**config.mk**
```make
export PLATFORM = sky130hd
export DESIGN_NAME = url_percent_decoder_unit
export DESIGN_NICKNAME = d
export VERILOG_FILES = /design/src/upd_pkg.sv /design/src/upd_front.sv /design/src/upd_queue.sv /design/src/upd_back.sv /design/src/url_percent_decoder_unit.sv
export SDC_FILE = /design/constraint.sdc
export NUM_CORES = 1
export LEC_CHECK = 0
export BUFFER_PORTS_ARGS = -buffer_cell sky130_fd_sc_hd__buf_2
export CORE_MARGIN = 2
export CORE_UTILIZATION = 57
export DETAILED_ROUTE_END_ITERATION = 7
export PLACE_DENSITY = 0.84
export SLEW_MARGIN = 10
export SYNTH_ARGS = -nofsm -noshare
export SYNTH_HDL_FRONTEND = slang
export SYNTH_SLANG_ARGS = --single-unit
export TNS_END_PERCENT = 30
```
**constraint.sdc**
```tcl
create_clock -name clk_i -period 4 [get_ports clk_i]
set_clock_uncertainty 0.1 [all_clocks]
set_input_delay 0.6 -clock clk_i [delete_from_list [all_inputs] [get_ports clk_i]]
set_output_delay 0.6 -clock clk_i [all_outputs]
set_load 0.05 [all_outputs]
```
**src/upd_pkg.sv**
```systemverilog
// ----------------------------------------------------------------------------
// upd_pkg: shared types and helpers for the URL percent decoder
// Character constants, lookahead states, the job record that the front end
// hands to the back end, and the hex classification functions.
// ----------------------------------------------------------------------------
`default_nettype none

package upd_pkg;

  localparam int unsigned QueueDepthDefault = 4;

  localparam logic [7:0] CharPlus    = 8'h2B;
  localparam logic [7:0] CharPercent = 8'h25;
  localparam logic [7:0] CharSpace   = 8'h20;

  typedef enum logic [1:0] {
    HELD_NONE  = 2'd0,
    HELD_PCT   = 2'd1,
    HELD_DIGIT = 2'd2
  } held_e;

  // One accepted input byte worth of decoded output: 1 to 3 bytes.
  typedef struct packed {
    logic [2:0][7:0] bytes;
    logic [1:0]      count;
    logic            last;
  } job_t;

  function automatic logic is_hex(input logic [7:0] c);
    return ((c >= 8'd48) && (c <= 8'd57)) ||
           ((c >= 8'd65) && (c <= 8'd70)) ||
           ((c >= 8'd97) && (c <= 8'd102));
  endfunction

  function automatic logic [3:0] nibble(input logic [7:0] c);
    logic [7:0] v;
    v = 8'd0;
    if ((c >= 8'd65) && (c <= 8'd70)) begin
      v = c - 8'd55;
    end else if ((c >= 8'd97) && (c <= 8'd102)) begin
      v = c - 8'd87;
    end else if ((c >= 8'd48) && (c <= 8'd57)) begin
      v = c - 8'd48;
    end
    return v[3:0];
  endfunction

endpackage

`default_nettype wire

```
**src/upd_front.sv**
```systemverilog
// ----------------------------------------------------------------------------
// upd_front: input classifier
// Tracks the '%' lookahead and turns each accepted byte into a job of 0 to 3
// output bytes; non-empty jobs are pushed into the queue.
// ----------------------------------------------------------------------------
`default_nettype none

module upd_front (
  input  wire logic          clk_i,
  input  wire logic          rst_ni,
  input  wire logic          plus_to_space_i,
  input  wire logic          in_valid_i,
  output      logic          in_ready_o,
  input  wire logic [7:0]    in_byte_i,
  input  wire logic          in_last_i,
  output      logic          push_o,
  output      upd_pkg::job_t push_job_o,
  input  wire logic          q_full_i
);
  import upd_pkg::*;

  held_e      held_q, held_d;
  logic [7:0] digit_q, digit_d;
  job_t       job;
  logic [1:0] n;
  logic       do_fresh;
  logic       accept;

  assign in_ready_o = !q_full_i;
  assign accept     = in_valid_i && in_ready_o;

  always_comb begin
    job      = '0;
    n        = 2'd0;
    held_d   = HELD_NONE;
    digit_d  = digit_q;
    do_fresh = 1'b0;
    unique case (held_q)
      HELD_PCT: begin
        if (is_hex(in_byte_i) && !in_last_i) begin
          digit_d = in_byte_i;
          held_d  = HELD_DIGIT;
        end else if (is_hex(in_byte_i)) begin
          job.bytes[0] = CharPercent;
          job.bytes[1] = in_byte_i;
          n = 2'd2;
        end else begin
          job.bytes[0] = CharPercent;
          n = 2'd1;
          do_fresh = 1'b1;
        end
      end
      HELD_DIGIT: begin
        if (is_hex(in_byte_i)) begin
          job.bytes[0] = {nibble(digit_q), nibble(in_byte_i)};
          n = 2'd1;
        end else begin
          job.bytes[0] = CharPercent;
          job.bytes[1] = digit_q;
          n = 2'd2;
          do_fresh = 1'b1;
        end
      end
      default: begin
        do_fresh = 1'b1;
      end
    endcase
    // Handle the byte as if nothing were held.
    if (do_fresh) begin
      if ((in_byte_i == CharPercent) && !in_last_i) begin
        held_d = HELD_PCT;
      end else begin
        job.bytes[n] = ((in_byte_i == CharPlus) && plus_to_space_i) ? CharSpace : in_byte_i;
        n = n + 2'd1;
      end
    end
    job.count = n;
    job.last  = in_last_i;
  end

  assign push_o     = accept && (n != 2'd0);
  assign push_job_o = job;

  always_ff @(posedge clk_i or negedge rst_ni) begin
    if (!rst_ni) begin
      held_q  <= HELD_NONE;
      digit_q <= 8'd0;
    end else if (accept) begin
      held_q  <= held_d;
      digit_q <= digit_d;
    end
  end

  // A held digit is always a hex character.
  assert property (@(posedge clk_i) disable iff (!rst_ni)
    (held_q == HELD_DIGIT) |-> is_hex(digit_q))
    else $error("held digit is not hex");

endmodule

`default_nettype wire

```
**src/upd_queue.sv**
```systemverilog
// ----------------------------------------------------------------------------
// upd_queue: job queue
// Small FIFO of decoded-byte jobs between the classifier and the emitter.
// ----------------------------------------------------------------------------
`default_nettype none

module upd_queue #(
  parameter int unsigned Depth = upd_pkg::QueueDepthDefault
) (
  input  wire logic          clk_i,
  input  wire logic          rst_ni,
  input  wire logic          push_i,
  input  wire upd_pkg::job_t push_job_i,
  output      logic          full_o,
  input  wire logic          pop_i,
  output      logic          empty_o,
  output      upd_pkg::job_t head_o
);
  import upd_pkg::*;

  localparam int unsigned PtrW = (Depth > 1) ? $clog2(Depth) : 1;
  localparam int unsigned CntW = $clog2(Depth + 1);
  localparam logic [PtrW-1:0] PtrLast = PtrW'(Depth - 1);
  localparam logic [CntW-1:0] CntFull = CntW'(Depth);

  job_t            mem_q [Depth];
  logic [PtrW-1:0] wr_q, rd_q;
  logic [CntW-1:0] cnt_q;

  assign full_o  = (cnt_q == CntFull);
  assign empty_o = (cnt_q == '0);
  assign head_o  = mem_q[rd_q];

  always_ff @(posedge clk_i) begin
    if (push_i) begin
      mem_q[wr_q] <= push_job_i;
    end
  end

  always_ff @(posedge clk_i or negedge rst_ni) begin
    if (!rst_ni) begin
      wr_q  <= '0;
      rd_q  <= '0;
      cnt_q <= '0;
    end else begin
      if (push_i) begin
        wr_q <= (wr_q == PtrLast) ? '0 : wr_q + 1'b1;
      end
      if (pop_i) begin
        rd_q <= (rd_q == PtrLast) ? '0 : rd_q + 1'b1;
      end
      if (push_i && !pop_i) begin
        cnt_q <= cnt_q + 1'b1;
      end else if (pop_i && !push_i) begin
        cnt_q <= cnt_q - 1'b1;
      end
    end
  end

  assert property (@(posedge clk_i) disable iff (!rst_ni)
    (push_i && full_o) |-> pop_i)
    else $error("push into full job queue");

endmodule

`default_nettype wire

```
**src/upd_back.sv**
```systemverilog
// ----------------------------------------------------------------------------
// upd_back: byte emitter
// Walks the head job one byte per cycle into the output register, unless the
// receiver stalls, and pops it after its final byte.
// ----------------------------------------------------------------------------
`default_nettype none

module upd_back (
  input  wire logic          clk_i,
  input  wire logic          rst_ni,
  input  wire logic          q_empty_i,
  input  wire upd_pkg::job_t head_i,
  output      logic          pop_o,
  output      logic          out_valid_o,
  input  wire logic          out_ready_i,
  output      logic [7:0]    out_byte_o,
  output      logic          string_end_o,
  output      logic          run_last_o
);
  import upd_pkg::*;

  logic [1:0] idx_q;
  logic       valid_q;
  logic [7:0] byte_q;
  logic       end_q, rlast_q;
  logic       load, take, final_byte;

  assign load       = !valid_q || out_ready_i;
  assign take       = load && !q_empty_i;
  assign final_byte = (idx_q == (head_i.count - 2'd1));
  assign pop_o      = take && final_byte;

  always_ff @(posedge clk_i or negedge rst_ni) begin
    if (!rst_ni) begin
      idx_q   <= 2'd0;
      valid_q <= 1'b0;
    end else begin
      if (load) begin
        valid_q <= !q_empty_i;
      end
      if (take) begin
        idx_q <= final_byte ? 2'd0 : idx_q + 2'd1;
      end
    end
  end

  always_ff @(posedge clk_i) begin
    if (take) begin
      byte_q  <= head_i.bytes[idx_q];
      rlast_q <= final_byte;
      end_q   <= final_byte && head_i.last;
    end
  end

  assign out_valid_o  = valid_q;
  assign out_byte_o   = byte_q;
  assign string_end_o = end_q;
  assign run_last_o   = rlast_q;

  assert property (@(posedge clk_i) disable iff (!rst_ni)
    (valid_q && end_q) |-> rlast_q)
    else $error("string end not on the last byte of a job");

endmodule

`default_nettype wire

```
**src/url_percent_decoder_unit.sv**
```systemverilog
// ----------------------------------------------------------------------------
// url_percent_decoder_unit: streaming URL percent decoder
// Input stream: one encoded byte per transaction, tlast on the final byte of
// a string. Output stream: one decoded byte per transaction, tlast on the
// final decoded byte of the string, tuser[0] on the last byte produced by a
// given input byte. "%XY" with two hex digits (either case) decodes to one
// byte; a '%' not followed by two hex digits passes through literally. With
// the configuration bit set (reset value), '+' decodes to a space.
// Each input byte yields 0 to 3 output bytes: a '%' and a first hex digit
// are held as lookahead and released when the escape completes or breaks.
// An input byte's output passes through the job queue and then the output
// register. Throughput: one input per cycle while each yields at most one
// byte and the receiver does not stall; the emitter moves one output byte
// per cycle, so an input that yields two or three bytes holds it until all
// of them are out, and the job queue absorbs the difference.
// When the receiver stalls, the output register holds its byte, the queue
// fills, and s_axis_tready drops once the queue is full.
// Reset clears the lookahead, empties the queue and output register, and
// sets plus-to-space. Write the configuration only while the unit is idle.
// ----------------------------------------------------------------------------
`default_nettype none

module url_percent_decoder_unit #(
  parameter int unsigned QueueDepth = upd_pkg::QueueDepthDefault
) (
  input  wire logic       clk_i,
  input  wire logic       rst_ni,
  // Configuration: bit 0 = plus_to_space
  input  wire logic       cfg_we_i,
  input  wire logic       cfg_wdata_i,
  // Input stream
  input  wire logic       s_axis_tvalid,
  output      logic       s_axis_tready,
  input  wire logic [7:0] s_axis_tdata,   // [7:0] in_byte
  input  wire logic       s_axis_tlast,   // in_last
  // Output stream
  output      logic       m_axis_tvalid,
  input  wire logic       m_axis_tready,
  output      logic [7:0] m_axis_tdata,   // [7:0] out_byte
  output      logic       m_axis_tlast,   // string_end
  output      logic [0:0] m_axis_tuser    // [0] run_last
);
  import upd_pkg::*;

  logic plus_q;
  logic push, pop, q_full, q_empty;
  job_t push_job, head_job;

  // Hold the decoding mode; the user must write it only while idle (not enforced).
  always_ff @(posedge clk_i or negedge rst_ni) begin
    if (!rst_ni) begin
      plus_q <= 1'b1;
    end else if (cfg_we_i) begin
      plus_q <= cfg_wdata_i;
    end
  end

  // Classify input bytes and build jobs.
  upd_front u_front (
    .clk_i           (clk_i),
    .rst_ni          (rst_ni),
    .plus_to_space_i (plus_q),
    .in_valid_i      (s_axis_tvalid),
    .in_ready_o      (s_axis_tready),
    .in_byte_i       (s_axis_tdata),
    .in_last_i       (s_axis_tlast),
    .push_o          (push),
    .push_job_o      (push_job),
    .q_full_i        (q_full)
  );

  // Decouple the classifier from the emitter.
  upd_queue #(
    .Depth (QueueDepth)
  ) u_queue (
    .clk_i      (clk_i),
    .rst_ni     (rst_ni),
    .push_i     (push),
    .push_job_i (push_job),
    .full_o     (q_full),
    .pop_i      (pop),
    .empty_o    (q_empty),
    .head_o     (head_job)
  );

  // Emit one decoded byte per cycle while the receiver does not stall.
  upd_back u_back (
    .clk_i        (clk_i),
    .rst_ni       (rst_ni),
    .q_empty_i    (q_empty),
    .head_i       (head_job),
    .pop_o        (pop),
    .out_valid_o  (m_axis_tvalid),
    .out_ready_i  (m_axis_tready),
    .out_byte_o   (m_axis_tdata),
    .string_end_o (m_axis_tlast),
    .run_last_o   (m_axis_tuser[0])
  );

endmodule

`default_nettype wire
```
; ---- Word-level counts from Yosys, hierarchy flattened
; Memory sizes are Yosys's and may differ from the RTL's.
; Index checks and enable logic that the tools add are counted.
[op_classes]
addsub = 13
order_cmp = 15
eq_ne = 8
mux = 39
reduce_logical = 30
[op_table]
columns = operator, count
row1 = 24-bit two-way mux, 2
row2 = 8-bit two-way mux, 6
row3 = 8-bit by 7-bit >= comparator with 1-bit output (second input constant), 4
row4 = 8-bit by 7-bit less-or-equal comparator with 1-bit output (second input constant), 4
row5 = 16-bit one-hot mux with 2 select lines, 1
row6 = 24-bit bitwise mux, 1
row7 = 2-bit two-way mux, 12
row8 = 4-bit two-way mux, 6
row9 = 1-bit logical AND, 17
row10 = 8-bit binary-select mux with 2-bit select, 1
row11 = 8-bit demux with 2-bit select, 1
row12 = 8-bit by 6-bit == test with 1-bit output (second input constant), 2
row13 = 8-bit by 6-bit >= comparator with 1-bit output (second input constant), 2
row14 = 8-bit by 6-bit less-or-equal comparator with 1-bit output (second input constant), 2
row15 = 16-bit two-way mux, 1
row16 = 4-bit by 3-bit subtractor with 4-bit output (second input constant), 4
row17 = 2-bit by 1-bit adder with 2-bit output (second input constant), 4
row18 = 4-bit by 1-bit subtractor with 4-bit output (second input constant), 2
row19 = 2-bit == test (second input constant), 3
row20 = 1-bit logical NOT, 6
row21 = 2-bit by 3-bit < comparator with 1-bit output (second input constant), 2
row22 = 3-bit two-way mux, 2
row23 = 1-bit two-way mux, 4
row24 = 2-bit one-hot mux with 2 select lines, 1
row25 = other kinds (12), 15
[totals]
reg_bits = 31
ramBits = 108
input_bits = 15
out_inout_bits = 12
word_cells = 117
memories = 1
[memory_table]
columns = memory, words, width, read_ports, rd_clocked_by_memory_dff, wr, line_no
row1 = u_queue.mem_q, 4, 27, 1, 0, 1, upd_queue.sv:26  ; job_t mem_q [Depth];

; ---- Depth between registers and ports, before layout
; Gate-level depths: netlist of run 1.
[depth]
depth_word = 16
mapped_depth = 19
depth_no_buf = 19

; ---- Hierarchy
; Synthesis of run 1 repeated with hierarchy kept, for this count alone.
[hier_totals]
cells_unflattened = 402
area_unflattened_um2 = 6358.6
[modules_own_cells]
columns = module, instances, cells_per_inst, area_each_um2, seq_area_each_um2
row1 = upd_queue, 1, 178, 4321.6, 3418.3
row2 = upd_front, 1, 164, 1335.0, 250.2
row3 = upd_back, 1, 58, 660.6, 375.4
row4 = url_percent_decoder_unit, 1, 2, 41.3, 26.3

; ---- Worst setup path before layout of run 1
; OpenSTA, ideal clock, no wires.
[synth_timing]
path_kind = input port to flip-flop
from = in s_axis_tdata[4]
to = reg u_queue.cnt_q[2]
arrival_ns = 3.901
setup_slack_ns = -0.081
path_stages = 18
cell_sequence = buf_6 > or4b_4 > a21oi_4 > o21ai_4 > a21oi_1 > a21oi_1 > or2_2 > ha_1 > nor3_1 > nand3_1 > o21ai_0 > a211oi_2 > ha_1 > inv_1 > fa_1 > xor2_1 > nor2_1 > xor2_1
[synth_via]
elab_chain_cells = 15
word_cells_on_any_way = 31
classes_between = add/sub (1) / order compare (6) / eq/ne (1) / mux (10) / reduce/logical (13)
[synth_rtl]
columns = item, line_no
row1 = from (decl), url_percent_decoder_unit.sv:34  ; input wire logic [7:0] s_axis_tdata,
row2 = 8-bit by 6-bit >= comparator with 1-bit output (tied with other cells), upd_pkg.sv:30  ; return ((c >= 8'd48) && (c <= 8'd57)) ||
row3 = 1-bit logical AND (on tied branches), "upd_pkg.sv:30, upd_pkg.sv:31"
row4 = 1-bit logical OR, upd_pkg.sv:30
row5 = 1-bit logical OR, upd_pkg.sv:31  ; ((c >= 8'd65) && (c <= 8'd70)) ||
row6 = 2-bit two-way mux / 1-bit logical AND (equally long branches), "upd_front.sv:43, upd_front.sv:40"
row7 = 2-bit two-way mux, upd_front.sv:40  ; if (is_hex(in_byte_i) && !in_last_i) begin
row8 = 2-bit one-hot mux with 2 select lines, upd_front.sv:38  ; unique case (held_q)
row9 = 2-bit by 1-bit adder with 2-bit output, upd_front.sv:74  ; n = n + 2'd1;
row10 = 2-bit two-way mux, upd_front.sv:70  ; if ((in_byte_i == CharPercent) && !in_last_i) begin
row11 = 2-bit two-way mux *, upd_front.sv:69  ; if (do_fresh) begin
row12 = 2-bit nonzero test *, upd_front.sv:81  ; assign push_o = accept && (n != 2'd0);
row13 = 1-bit logical AND *, upd_front.sv:81
row14 = net push, url_percent_decoder_unit.sv:46  ; logic push, pop, q_full, q_empty;
row15 = 1-bit logical NOT, upd_queue.sv:54  ; end else if (pop_i && !push_i) begin
row16 = 1-bit logical AND, upd_queue.sv:54
row17 = 2-bit nonzero test (no line), --
row18 = to (signal assigned), upd_queue.sv:53  ; cnt_q <= cnt_q + 1'b1;
row19 = to (signal assigned), upd_queue.sv:55  ; cnt_q <= cnt_q - 1'b1;
row20 = to (decl), upd_queue.sv:28  ; logic [CntW-1:0] cnt_q;
; The timed path passes the listed nets; every way through them passes the cells marked *.
; A chain may end at the register's enable or synchronous reset.

; ---- Final worst setup path of run 1
[layout_timing]
from = in s_axis_tdata[0]
to = reg u_queue.cnt_q[2]
; The elaborated chain is that of the path after synthesis.

==> results of run 1 <==
final cells by class:
cell class                 count  area, um^2
sequential                   139        4070
fill                         712        3470
multi-input combinational    225        2140
clock buffer                  22         433
timing repair buffer          49         355
tap                          140         175
clock inverter                10         100
inverter                      25        93.8
logic make-up (layout without fill, tap and decap cells):
group | Yosys count | count (layout) | synth area share
compound gates | 75 | 75 | 0.0862
xor+xnor | 4 | 4 | 0.00551
fa+ha+maj | 19 | 19 | 0.0386
buf+inv | 40 | 106 | 0.0262
flops | 139 | 139 | 0.640
mux | 49 | 49 | 0.136
simple gates | 78 | 78 | 0.0675
stage by stage:
| stage | utilization | setup TNS [ns] | cell area (um^2) | setup WS [ns] |
|---|---|---|---|---|
| after floorplan | - | -0.0764 | 6380 | -0.00141 |
| after global placement | 0.630 | 0 | 6830 | 0.0773 |
| after detailed placement | 0.630 | -0.0938 | 6830 | -0.0938 |
| after CTS | 0.680 | 0 | 7370 | 0.432 |
| after global routing | 0.680 | 0 | 7370 | 0.250 |
| final | 0.680 | 0 | 7370 | 0.417 |
worst max path at each step:
stage,start,endpoint,slack (ns)
global placement,s_axis_tdata[7],u_queue.cnt_q[2]$_DFFE_PN0P_,0.08
detailed placement,s_axis_tdata[0],u_queue.cnt_q[2]$_DFFE_PN0P_,-0.09
finish,s_axis_tdata[0],u_queue.cnt_q[2]$_DFFE_PN0P_,0.42
floorplan,s_axis_tdata[4],u_queue.mem_q[2][0]$_DFFE_PP_,-0.001
CTS,s_axis_tdata[0],u_queue.cnt_q[2]$_DFFE_PN0P_,0.43
global route,s_axis_tdata[0],u_queue.cnt_q[2]$_DFFE_PN0P_,0.25
layout by cell type (no fill, tap or decap), types with 6 or more instances in the layout:
master / n
a21oi_1: 10
nand3_1: 7
mux2i_1: 10
nor2_1: 12
o22ai_1: 9
clkbuf_16: 16
ha_1: 16
buf_2: 26
o21ai_0: 13
mux2_2: 7
dfrtp_1: 19
nand2_1: 21
buf_4: 18
nand2b_1: 6
edfxtp_1: 118
mux4_2: 27
a22o_1: 12
inv_1: 24
power breakdown:
part           total (mW)  internal (mW)  switching, mW
logic                1.52          0.626          0.892
clock network        1.41          0.876          0.538
registers            2.11           1.95          0.153
total                5.04           3.46           1.58
state kept, by name, summed over array words and instances (netlist names):
signal / flops
plus_q: 1
u_back.idx_q: 2
u_back.out_byte_o: 8
u_back.out_valid_o: 1
u_back.run_last_o: 1
u_back.string_end_o: 1
u_front.digit_q: 8
u_front.held_q: 2
u_queue.cnt_q: 3
u_queue.mem_q: 108
u_queue.rd_q: 2
u_queue.wr_q: 2
metal layers:
layer	vias to the layer above	track usage	part of all wire
li1	1695	-	-
met1	1974	0.332	0.40
met2	197	0.405	0.50
met3	26	0.0587	0.074
met4	0	0.0778	0.018
met5	-	0	0
==> results.py, run 1 <==
metrics = {
    "run_status": {
        "status": "complete, no violations",
    },
    "synthesis": {
        "synth.ff_latch_count": 139,
        "ys_seq_area_frac": 0.640,
        "synth_nets": 438,
        "synth_most_common_cell": "edfxtp_1",
        "ys_async_sr_fraction": 0.151,
        "synthTopCellsByArea": "edfxtp_1, mux4_2, dfrtp_1, ha_1, a22o_1",
        "synth-edff-count": 118,
        "netlist.area_leader.share": 0.557,
        "yosysWarningCount": 0,
        "syn_area_mm2": 0.00636,
        "synth_cell_types": 60,
        "ys.flop_type": "edfxtp_1",
        "synth_cells": 404,
        "synth_common_cells": "edfxtp_1, mux4_2, inv_1, nand2_1, dfrtp_1",
        "yosys.area.top_type": "edfxtp_1",
        "avgSynthCellArea_um2": 15.7,
    },
    "floorplan": {
        "die_y_um": 110,
        "start_util": 0.586,
        "die-area_mm2": 0.0120,
        "core_mm2": 0.0108,
        "num_rows": 38,
        "die_w_um": 110,
        "ios": 27,
    },
    "timing": {
        "fmax_mhz": 279,
        "maxSlewHeadroom": 0.281,
        "min_period_ns": 3.58,
        "timing.final.crit_share": 0.896,
        "whs_ns": 0.225,
        "finalHoldViolCount": 0,
        "slew_viol_final": 0,
        "finalSetupViolCount": 0,
        "rsz0062_at_grt": "false",
        "worst_slew_pin_slew_ns": 1.08,
    },
    "worst_setup_path": {
        "worstPathArrival_ns": 3.91,
        "cp.buffers_inverters": 3,
        "crit_family": "adder cells",
        "cp_max_fo": 5,
        "path_class": "in -> reg",
        "cpMaxStageDelayCell": "fa_2",
        "cp-start-kind": "primary input",
        "rr_worst_depth": 17,
        "cpPeakStageDelay_ns": 0.33,
        "timing.critical_path.mode_cell": "xor2_1",
        "r2r-end": "u_queue.cnt_q[2]$_DFFE_PN0P_",
        "worstPathCellList": "buf_2, inv_1, ha_1, o21ba_2, o211ai_1, and2_4, a21oi_1, or2_4, ha_4, nor3_1, nand3_1, o21ai_1, a211oi_2, ha_2, inv_2, fa_2, xor2_1, nor2_1, xor2_1",
        "r2r-start": "u_front.held_q[0]$_DFFE_PN0P_",
        "cp.depth": 19,
        "cp-end-kind": "register",
        "crit_required_ns": 4.33,
        "ff2ff_setup_slack_ns": 0.49,
    },
    "cells_and_area": {
        "final_nets": 491,
        "antenna_cells": 0,
        "drive_gt1_frac": 0.277,
        "fin_cells": 610,
        "areaGrowthSynthToFinish_pct": 16.0,
    },
    "clock_tree": {
        "worstSkewPairLatency_ns": 0.51,
        "clock_sinks": 139,
        "cts_buffers": 17,
        "cts_tree": "built",
        "hold_buffers": 1,
        "clkTransAtPathRegs_ns": 0.06,
        "h-tree-depth": 4,
        "cts_resized": 0,
        "cts_setup_buffers": 0,
        "clockRootBuffer": "clkbuf_8",
        "cts_buffer_depth": 2,
    },
    "place": {
        "port_buffers": 26,
        "dp_cells": 577,
        "dp_hpwl_um": 9060,
        "routabilityCongestion": 0.915,
    },
    "detailed_routing": {
        "drt_iter0_drc": 443,
        "route.detailed.wl_per_inst_um": 22.6,
        "viasPerCell": 6.38,
        "vias": 3892,
        "drtPass1Iterations": 8,
        "ant_nets": 0,
        "remaining_drc_errors": 0,
        "drt-total-wl_um": 13800,
    },
    "power_and_ir_drop": {
        "peakVddDrop_v": 0.000517,
        "power_density_mw_per_mm2": 684,
        "p_total_mw": 5.04,
        "leakage_nw": 2.73,
    },
    "hold_path": {
        "worstHoldEndpoint": "plus_q$_DFFE_PN1P_",
        "hold_depth": 2,
        "hold_start": "cfg_wdata_i",
        "hold_class": "in -> reg",
    },
    "grt": {
        "grt_pass1_wl_um": 21400,
        "antenna_found_initial": 0,
        "gr-total-overflow": 0,
        "grt_max_degree": 28,
        "first_global_vias": 3824,
        "grtUsageTotal": 0.248,
    },
    "job": {
        "drv_cap": 0,
    },
}
No activity file was read; power rests on OpenSTA's default activity.
==> run 2, diff against run 1 <==
--- a/config.mk
+++ b/config.mk
@@ -10,7 +10,8 @@
 export CORE_UTILIZATION = 57
 export DETAILED_ROUTE_END_ITERATION = 7
 export PLACE_DENSITY = 0.84
-export SLEW_MARGIN = 10
+export SETUP_SLACK_MARGIN = 0.5
+export SLEW_MARGIN = 20
 export SYNTH_ARGS = -nofsm -noshare
 export SYNTH_HDL_FRONTEND = slang
 export SYNTH_SLANG_ARGS = --single-unit
==> results.py, run 2 (synthesized netlist as in run 1, its figures left out) <==
metrics = {
    "detailed_routing": {
        "drt-total-wl_um": 13900,
        "remaining_drc_errors": 0,
        "route.detailed.wl_per_inst_um": 22.5,
        "drt_iter0_drc": 404,
        "viasPerCell": 6.41,
        "vias": 3959,
        "drtPass1Iterations": 6,
        "ant_nets": 0,
    },
    "power_and_ir_drop": {
        "power_density_mw_per_mm2": 679,
        "combPwrFrac": 0.300,
        "intPower_mw": 3.43,
        "leakage_nw": 2.77,
        "power.share.clock": 0.283,
        "seq_power_share": 0.417,
        "peakVddDrop_v": 0.000458,
        "p_total_mw": 5.04,
        "p_switching_mw": 1.61,
        "switching_share": 0.319,
    },
    "timing": {
        "finalSetupViolCount": 0,
        "fmax_mhz": 293,
        "slew_viol_final": 0,
        "worst_slew_pin_slew_ns": 0.987,
        "timing.final.crit_share": 0.854,
        "rsz0062_at_grt": "false",
        "finalHoldViolCount": 0,
        "min_period_ns": 3.42,
        "maxSlewHeadroom": 0.325,
        "worst_slack_ns": 0.582,
    },
    "worst_setup_path": {
        "cp-end-kind": "register",
        "path_class": "in -> reg",
        "cp-start-kind": "primary input",
        "ff2ff_setup_slack_ns": 0.78,
        "worstPathArrival_ns": 3.77,
        "cpMaxStageDelayCell": "or4b_4",
        "crit_required_ns": 4.35,
        "timing.critical_path.mode_cell": "xor2_1",
        "crit_family": "simple AND/OR/NAND/NOR gates",
        "cp_max_fo": 6,
        "worstPathCellList": "buf_2, or4b_4, a21oi_4, o21ai_4, a21oi_1, a21oi_2, or2_4, ha_4, nor3_2, nand3_1, o21ai_1, a211oi_2, ha_2, inv_2, fa_2, xor2_1, nor2_1, xor2_1",
        "cpPeakStageDelay_ns": 0.54,
        "cp.buffers_inverters": 2,
    },
    "grt": {
        "gr-total-overflow": 0,
        "grtUsageTotal": 0.256,
        "grt_pass1_wl_um": 21900,
        "grt_max_degree": 28,
        "antenna_found_initial": 0,
        "first_global_vias": 3961,
    },
    "place": {
        "place_worst_setup_slack_ns": -0.0174,
        "dp_hpwl_um": 9160,
        "port_buffers": 26,
        "dpl-instance-area_mm2": 0.00684,
        "routabilityCongestion": 0.954,
        "dp_cells": 582,
    },
    "cells_and_area": {
        "final_common_cell": "edfxtp_1",
        "ff_latch_area_mm2": 0.00407,
        "areaGrowthSynthToFinish_pct": 16.7,
        "fin_area_mm2": 0.00742,
        "final_nets": 499,
        "final_cell_mix": "edfxtp_1, buf_4, mux4_2",
        "regMostFlops": "u_queue.mem_q",
        "nFillCells": 695,
        "largest_reg_flops": 108,
        "antenna_cells": 0,
        "multiInputGateArea_mm2": 0.00217,
        "fin_cells": 618,
        "drive_gt1_frac": 0.310,
    },
    "job": {
        "drv_cap": 0,
    },
    "clock_tree": {
        "clkTransAtPathRegs_ns": 0.06,
        "cts_buffers": 17,
        "clock_sinks": 139,
        "h-tree-depth": 4,
        "cts_tree": "built",
        "clockRootBuffer": "clkbuf_8",
        "cts_buffer_depth": 2,
        "worstSkewPairLatency_ns": 0.53,
    },
    "hold_path": {
        "hold_class": "in -> reg",
    },
    "run_status": {
        "status": "complete, no violations",
    },
    "floorplan": {
        "die_w_um": 110,
        "start_util": 0.586,
        "ios": 27,
        "die-area_mm2": 0.0120,
        "core_mm2": 0.0108,
        "die_y_um": 110,
        "num_rows": 38,
    },
}
run 2: repair_timing:
action | in CTS | in global routing
hold buffers | 1 | 0
setup buffers | 0 | 3
gates resized for setup | 0 | 6
endpoints found under the setup margin | 0 | 6
hold endpoints to repair | 20 | 0
run 2: final cells by class:
cell class | instances | area share
clock buffers | 24 | 0.0621
inverters | 25 | 0.0126
multi-input cells | 225 | 0.292
well taps | 140 | 0.0236
repair buffers | 57 | 0.0509
flip-flops and latches | 139 | 0.549
clock inverters | 8 | 0.00961
run 2: worst reg2reg max path: cells and delay by family, from the launching register on:
family / cells / cell delay (ns)
compound gates: 2 / 0.31
buf+inv: 2 / 0.10
simple gates: 4 / 0.61
fa+ha+maj: 4 / 1.36
flops: 1 / 0.38
xor+xnor: 2 / 0.30
run 2: power groups by stage:
stage | Sequential (mW) | Clock, mW | Combinational (mW)
global placement | 2.10 | 0 | 1.44
global route | 2.14 | 1.50 | 1.62
detailed placement | 2.12 | 0 | 1.49
finish | 2.10 | 1.43 | 1.51
floorplan | 2.26 | 0 | 0.936
CTS | 2.11 | 1.45 | 1.51
run 2: stage by stage:
| step | utilization | hold slack (ns) | TNS, ns |
|---|---|---|---|
| floorplan | - | 0.204 | 0 |
| global placement | 0.631 | 0.379 | 0 |
| detailed placement | 0.631 | 0.384 | -0.0174 |
| CTS | 0.681 | 0.190 | 0 |
| global route | 0.684 | 0.202 | 0 |
| finish | 0.684 | 0.210 | 0 |
run 2: per-layer routing:
metal | share of wire | global-route usage
met1 | 0.40 | 0.338
met2 | 0.51 | 0.416
met3 | 0.076 | 0.0587
met4 | 0.023 | 0.0995
met5 | 0 | 0
run 2: final timing paths:
check,end,depth (start not counted),start
max,u_queue.cnt_q[2]$_DFFE_PN0P_,18,s_axis_tdata[7]
min,plus_q$_DFFE_PN1P_,2,cfg_wdata_i
max in group asynchronous,u_queue.rd_q[0]$_DFFE_PN0P_,2,rst_ni
max reg2reg,u_queue.cnt_q[2]$_DFFE_PN0P_,14,u_front.held_q[0]$_DFFE_PN0P_
min reg2reg,u_queue.cnt_q[2]$_DFFE_PN0P_,1,u_queue.cnt_q[2]$_DFFE_PN0P_
min in group asynchronous,u_back.idx_q[0]$_DFFE_PN0P_,2,rst_ni
